**src/rtl/core/e2q_pkg.sv**
```systemverilog
// e2q_pkg: widths, constants, the arctangent table and the trig pair type
// shared by the euler_to_quaternion top level and its cordic pipeline
// no dependencies
`default_nettype none

package e2q_pkg;

    // field widths
    localparam int ANGLE_W          = 16;
    localparam int OUT_W            = 16;

    // cordic step count: default and the most the table supports
    localparam int CORDIC_STEPS_DEF = 16;
    localparam int ATAN_ENTRIES     = 24;
    localparam int ATAN_IDX_W       = $clog2(ATAN_ENTRIES);
    localparam int ATAN_W           = 32;

    // internal datapath widths
    localparam int XY_W             = 34;              // cordic x/y, Q2.30 plus headroom
    localparam int Z_W              = 33;              // residual angle, Q2.30
    localparam int Z_SHIFT          = 16;              // Q13 angle to Q30 half angle
    localparam int TRIG_W           = 22;              // sine/cosine in Q20
    localparam int TRIG_SHIFT       = 10;              // Q30 to Q20
    localparam int PAIR_W           = 2 * TRIG_W;      // Q40 products
    localparam int TRIP_W           = PAIR_W + TRIG_W; // Q60 products
    localparam int SUM_W            = TRIP_W + 1;
    localparam int OUT_SHIFT        = 46;              // Q60 to Q14

    // numeric constants
    localparam logic signed [ANGLE_W-1:0] ANGLE_LIMIT = 16'sd25736;
    localparam logic signed [XY_W-1:0]    GAIN_Q30    = 34'sd652032874;
    localparam logic signed [OUT_W-1:0]   ONE_Q14     = 16'sd16384;

    // atan(2^-i) in Q30, rounded down
    localparam logic [ATAN_W-1:0] ATAN_Q30 [ATAN_ENTRIES] = '{
        32'h3243F6A8, 32'h1DAC6705, 32'h0FADBAFC, 32'h07F56EA6,
        32'h03FEAB76, 32'h01FFD55B, 32'h00FFFAAA, 32'h007FFF55,
        32'h003FFFEA, 32'h001FFFFD, 32'h000FFFFF, 32'h0007FFFF,
        32'h0003FFFF, 32'h0001FFFF, 32'h0000FFFF, 32'h00007FFF,
        32'h00003FFF, 32'h00001FFF, 32'h00000FFF, 32'h000007FF,
        32'h000003FF, 32'h000001FF, 32'h000000FF, 32'h0000007F
    };

    // sine and cosine of one half angle
    typedef logic signed [TRIG_W-1:0] t_trig_val;

    typedef struct packed {
        t_trig_val sin_v;
        t_trig_val cos_v;
    } t_trig;

endpackage

`default_nettype wire

```
**src/rtl/core/e2q_cordic.sv**
```systemverilog
// e2q_cordic: clamp, halve and rotate one angle through a pipelined cordic,
// one register stage per step, then round sine and cosine to Q20
// depends on e2q_pkg
`default_nettype none

module e2q_cordic #(
    parameter int STEPS = e2q_pkg::CORDIC_STEPS_DEF
) (
    input  logic                                i_clk,
    input  logic                                i_en,
    input  logic signed [e2q_pkg::ANGLE_W-1:0]  i_angle,
    output e2q_pkg::t_trig                      o_trig
);
    import e2q_pkg::*;

    localparam logic signed [XY_W-1:0] RND_TRIG = XY_W'(1) <<< (TRIG_SHIFT - 1);

    logic signed [ANGLE_W-1:0] n_clamp;
    logic signed [Z_W-1:0]     n_z0;
    logic signed [XY_W-1:0]    n_cos_full;
    logic signed [XY_W-1:0]    n_sin_full;

    logic signed [XY_W-1:0]    r_x [STEPS+1];
    logic signed [XY_W-1:0]    r_y [STEPS+1];
    logic signed [Z_W-1:0]     r_z [STEPS+1];
    t_trig                     r_trig;

    // clamp to +-pi, half angle in Q30
    always_comb begin
        if (i_angle > ANGLE_LIMIT) begin
            n_clamp = ANGLE_LIMIT;
        end else if (i_angle < -ANGLE_LIMIT) begin
            n_clamp = -ANGLE_LIMIT;
        end else begin
            n_clamp = i_angle;
        end
        n_z0 = signed'({{(Z_W - ANGLE_W - Z_SHIFT){n_clamp[ANGLE_W-1]}},
                        n_clamp, {Z_SHIFT{1'b0}}});
    end

    // entry stage and one stage per rotation step
    always_ff @(posedge i_clk) begin
        if (i_en) begin
            r_x[0] <= GAIN_Q30;
            r_y[0] <= '0;
            r_z[0] <= n_z0;
            for (int i = 0; i < STEPS; i++) begin
                if (!r_z[i][Z_W-1]) begin
                    r_x[i+1] <= r_x[i] - (r_y[i] >>> i);
                    r_y[i+1] <= r_y[i] + (r_x[i] >>> i);
                    r_z[i+1] <= r_z[i] - signed'({{(Z_W - ATAN_W){1'b0}},
                                                  ATAN_Q30[i[ATAN_IDX_W-1:0]]});
                end else begin
                    r_x[i+1] <= r_x[i] + (r_y[i] >>> i);
                    r_y[i+1] <= r_y[i] - (r_x[i] >>> i);
                    r_z[i+1] <= r_z[i] + signed'({{(Z_W - ATAN_W){1'b0}},
                                                  ATAN_Q30[i[ATAN_IDX_W-1:0]]});
                end
            end
        end
    end

    // round half up to Q20
    always_comb begin
        n_cos_full = (r_x[STEPS] + RND_TRIG) >>> TRIG_SHIFT;
        n_sin_full = (r_y[STEPS] + RND_TRIG) >>> TRIG_SHIFT;
    end

    always_ff @(posedge i_clk) begin
        if (i_en) begin
            r_trig.cos_v <= n_cos_full[TRIG_W-1:0];
            r_trig.sin_v <= n_sin_full[TRIG_W-1:0];
        end
    end

    assign o_trig = r_trig;

endmodule

`default_nettype wire

```
**config.mk**
```make
export PLATFORM = sky130hd
export DESIGN_NAME = e2q_cordic
export DESIGN_NICKNAME = d
export VERILOG_FILES = /design/src/rtl/core/e2q_pkg.sv /design/src/rtl/core/e2q_cordic.sv
export SDC_FILE = /design/constraint.sdc
export NUM_CORES = 2
export LEC_CHECK = 0
export BUFFER_PORTS_ARGS = -buffer_cell sky130_fd_sc_hd__buf_2
export CAP_MARGIN = 10
export CORE_ASPECT_RATIO = 0.5
export CORE_MARGIN = 5
export CORE_UTILIZATION = 55
export CTS_CLUSTER_SIZE = 10
export DETAILED_ROUTE_END_ITERATION = 6
export PLACE_DENSITY = 0.71
export SLEW_MARGIN = 20
export SYNTH_ARGS = -nofsm -noshare
export SYNTH_HDL_FRONTEND = slang
export SYNTH_SLANG_ARGS = --single-unit
```
**constraint.sdc**
```tcl
create_clock -name i_clk -period 6.8 [get_ports i_clk]
set_input_delay 0.34 -clock i_clk [delete_from_list [all_inputs] [get_ports i_clk]]
set_output_delay 0.34 -clock i_clk [all_outputs]
set_load 0.01 [all_outputs]
```
=== After elaboration in Yosys (flattened, before gate mapping) ===
Memory sizes are Yosys's and may differ from the RTL's.
Index checks and enable logic that the tools add are counted.

* Register bits after elaboration: 44
* Memory bits (writable): 1717
* Input port bits: 18
* Output and inout bits: 44
* Logic and storage cells: 300
* Memories kept: 3

* $add $sub $neg: 97
* Order comparisons: 2
* Muxes and demuxes: 148
* Bitwise gates (word level): 48

{| class="wikitable"
|+ Memories
! name !! depth !! width !! rd ports !! clocked after Yosys merged registers in !! wr ports !! RTL line !! source
|-
| r_x || 17 || 34 || 17 || 0 || 17 || e2q_cordic.sv:23 || <nowiki>logic signed [XY_W-1:0] r_x [STEPS+1];</nowiki>
|-
| r_y || 17 || 34 || 17 || 0 || 17 || e2q_cordic.sv:24 || <nowiki>logic signed [XY_W-1:0] r_y [STEPS+1];</nowiki>
|-
| r_z || 17 || 33 || 16 || 0 || 17 || e2q_cordic.sv:25 || <nowiki>logic signed [Z_W-1:0] r_z [STEPS+1];</nowiki>
|}

{| class="wikitable"
|+ Operators with widths
! operator !! number
|-
| $mux 34 || 32
|-
| $mux 33 || 16
|-
| $mux 1 || 98
|-
| $add 34x19->34 || 2
|-
| $add 34x20->34 || 2
|-
| $add 34x21->34 || 2
|-
| $add 34x22->34 || 2
|-
| $add 34x23->34 || 2
|-
| $add 34x24->34 || 2
|-
| $add 34x25->34 || 2
|-
| $add 34x26->34 || 2
|-
| $add 34x27->34 || 2
|-
| $add 34x28->34 || 2
|-
| $add 34x29->34 || 2
|-
| $add 34x30->34 || 2
|-
| $add 34x31->34 || 2
|-
| $add 34x32->34 || 2
|-
| $add 34x33->34 || 2
|-
| $sub 34x19->34 || 2
|-
| $sub 34x20->34 || 2
|-
| $sub 34x21->34 || 2
|-
| $sub 34x22->34 || 2
|-
| $sub 34x23->34 || 2
|-
| $sub 34x24->34 || 2
|-
| 48 further kinds || 107
|}

=== Depth between registers and ports, before layout ===
An unclocked memory read counts as a cell.

* Depth after elaboration: 5
* Gate-level depth with buffers: 21
* Mapped depth without buffers: 21

=== Least setup slack after synthesis ===
No wires, ideal clock.

* Kind: input port to flip-flop
* From: input port i_en
* To: memory r_x[4][33], data pin
* Library setup time: 260 ps
* Arrival time: 4631 ps
* Required time: 6540 ps
* Path slack: 1910 ps
* Cell stages on the path: 20
* Buffers on the path: 4
* Path through: clkbuf_1 > clkbuf_1 > nand2_1 > inv_1 > clkbuf_1 > clkbuf_1 > nor2_1 > xor2_1 > ha_1 > o21ai_0 > o21a_1 > nor4b_1 > a211oi_1 > o31ai_1 > nand2_1 > o21ai_0 > o41ai_1 > o31ai_1 > a21oi_1 > xnor2_1

{| class="wikitable"
|+ RTL lines
! element !! RTL line !! source
|-
| start, declared || e2q_cordic.sv:10 || <nowiki>input logic i_en,</nowiki>
|-
| end, declared || e2q_cordic.sv:23 ||
|}

==> flow_summary_export.csv <==
group,metric,value,unit
status,status,"finished, final reports clean",
min_path,worst_hold_path_type,"in2reg",
worst_setup_path,crit_fanout,62,
synthesis,ys_warn_count,0,
sta,tightest_slew,1.149,ns
cts,cts_num_sinks,1465,
floorplan,chipWidth,674.7,µm
synthesis,ys_ff_latch,1465,
global_routing,grt_max_degree,166,
final_layout,regArea,43990,µm²
routing,vias,92709,
placed_design,gp_congestion,0.9835,
worst_setup_path,arrival,6.14,ns
worst_setup_path,worst_setup_path_start_kind,"primary input",
sta,rsz0062_at_grt,"no",
sta,clock_skew,0.04520,ns
global_routing,grt.total_usage,0.2481,
routing,post_drt_via_cell_ratio,5.904,
worst_setup_path,ff2ff_path_depth,17,
synthesis,synthTopCellsByArea,"edfxtp_1, ha_1, xnor2_1",
global_routing,grt-ovfl-total,0,
floorplan,start_util,0.5513,
synthesis,yosysTopAreaCell,"edfxtp_1",
cts,clk_latency,0.85,ns
synthesis,syn_inst,12544,
routing,drt_iter0_drc,6621,
synthesis,syn_area_per_cell,9.687,µm²
routing,totalWireLength,295100,µm
final_layout,drive_above_1_share,0.03843,
synthesis,synthArstFlopShare,0,
synthesis,ys.flop_type,"edfxtp_1",
placed_design,numPortBuffers,61,
routing,drt_first_pass_iters,6,
worst_setup_path,crit_type,"in2reg",
floorplan,num_io_pins,62,
final_layout,area.growth.synth_to_final,7.275,%
sta,final_hold_viol_count,0,
min_path,whs_endpoint,"r_z[0][20]",
final_layout,nFillCells,18756,
sta,totalNegativeSetupSlack,0,ns
sta,setup_viol_count_final,0,
floorplan,core,220400,µm²
global_routing,grt_pass1_vias,88466,
min_path,hp-start,"i_angle[15]",
floorplan,row_count,122,
synthesis,synth_area,121500,µm²
cts,ctsResizeCount,0,
job,maxCapViolCount,0,
placed_design,dp_hpwl,232800,µm
floorplan,fp.dieH,342.4,µm
worst_setup_path,worstReg2RegStart,"r_x[8][12]",
worst_setup_path,cp-end-kind,"flip-flop",
min_path,worstHoldPathCells,3,
sta,period_needed,5.567,ns
synthesis,synth.distinct_cells,90,
final_layout,fin_nets,14143,
synthesis,synth_common_cells,"edfxtp_1, ha_1, a21oi_1, xnor2_1, nor2_1",
routing,ant_nets,0,
routing,drc,0,
cts,clk_pin_slew,0.06,ns
worst_setup_path,worstReg2RegEnd,"r_y[9][31]",
final_layout,utilization,0.5914,
cts,cts_buffers,176,
sta,slew_headroom,0.2293,
cts,ctsLongestPathBuffers,4,
worst_setup_path,rrSetupSlack,1.25,ns
cts,cts.htree.levels,4,
sta,maxSlewViolCount,0,
routing,post_drt_wl_per_cell,18.79,µm
placed_design,place_ws,1.173,ns
cts,cts_tree,"built",
sta,period_share,0.8187,
global_routing,antenna_found_initial,0,
final_layout,multi_input_area,74940,µm²
worst_setup_path,cp.required,7.37,ns
synthesis,syn-num-nets,13986,
synthesis,synth-edff-count,1465,
final_layout,antennaDiodeCount,0,
cts,clockRootBuffer,"clkbuf_16",
synthesis,synth.most_common_cell,"edfxtp_1",
sta,max_freq,179.6,MHz
synthesis,yosysSeqAreaShare,0.3621,
synthesis,synth_top_area_share,0.3621,
cts,cts_setup_buffers,0,
sta,final.setup.worst_slack,1.233,ns
floorplan,die-area,231000,µm²
global_routing,grt_pass1_wl,469100,µm
==> how the worst max path moves through the flow <==
stage	from	endpoint
2_1_floorplan	i_en	r_x[4][33]
3_3_place_gp	i_en	r_x[14][31]
3_5_place_dp	i_en	r_x[14][31]
4_1_cts	r_y[13][13]	r_x[14][31]
5_1_grt	r_y[13][13]	r_x[14][31]
6_report	i_en	r_y[14][33]
==> cell usage in the layout, fill, tap and decap left out, types with 38 or more instances in the layout <==
cell type  count
edfxtp_1    1465
ha_1        1386
a21oi_1     1279
xnor2_1     1249
nor2_1      1034
nand2_1      683
a21o_1       669
xor2_1       617
o21ai_0      617
inv_1        499
nor3_1       298
nand3_1      228
nand2b_1     210
nor2b_1      194
o21a_1       185
clkbuf_16    177
o21bai_1     161
o31ai_1      149
and3_1       118
a211oi_1     113
a31oi_1      104
and2_1        83
or3_1         79
buf_4         73
nor4_1        72
nand4_1       68
buf_2         60
o41ai_1       58
mux2i_1       52
or2_2         50
mux2_2        46
o211ai_1      46
a21boi_0      41
or4_1         38
fa_1          38
==> area by class of cell <==
class                   instances  area share
inverters                     511     0.01472
clock buffers                 189     0.03433
flip-flops and latches       1465      0.3375
clock inverters                14    0.001430
well taps                    2976     0.02857
repair buffers                154    0.008505
multi-input cells           10393      0.5750
==> worst max-delay path, stage by stage <==
cell           delay (ns)
dlygate4sd3_1        0.58
buf_12               0.32
buf_4                0.49
nand2_1              0.15
inv_2                0.50
buf_4                0.37
a21oi_1              0.08
xnor2_1              0.14
ha_1                 0.19
a21o_1               0.20
a2111oi_0            0.32
nand3_1              0.16
a31oi_1              0.50
o21ai_1              0.20
o31ai_1              0.65
o211a_1              0.29
o21bai_1             0.08
a21oi_1              0.19
xnor2_1              0.08
==> kinds of logic after synthesis <==
group / after synthesis / synth area share
xor+xnor: 1866 / 0.1345
flops: 1465 / 0.3621
fa+ha+maj: 1424 / 0.1490
mux: 98 / 0.008547
buf+inv: 686 / 0.02122
compound gates: 3757 / 0.1963
simple gates: 3248 / 0.1284
==> registers in the layout, summed over array words and instances (netlist names) <==
register	cells
r_y	500
r_z	448
o_trig	44
r_x	473
==> through the flow <==
stage	area, µm²	cells	hold slack, ns
floorplan	121500	12544	0.4525
global placement	125500	15483	0.5306
detailed placement	125500	15483	0.5472
CTS	130300	15702	0.05306
global route	130300	15702	0.02361
finish	130300	15702	0.04898
==> routing by layer <==
layer | vias up | global-route usage | wire (µm)
met1 | 43348 | 0.3206 | 131100
met3 | 560 | 0.02767 | 11710
met4 | 0 | 0.08546 | 11050
met2 | 2055 | 0.4326 | 141200
li1 | 46746 | - | -
met5 | - | 0 | 0
==> what timing repair did <==
action,in CTS,in global routing
hold buffers,16,0
setup endpoints to repair,0,0
hold endpoints to repair,29,0
Power is not shown: default switching activity piles up to over one toggle a cycle in this logic, so the estimate is an artifact.
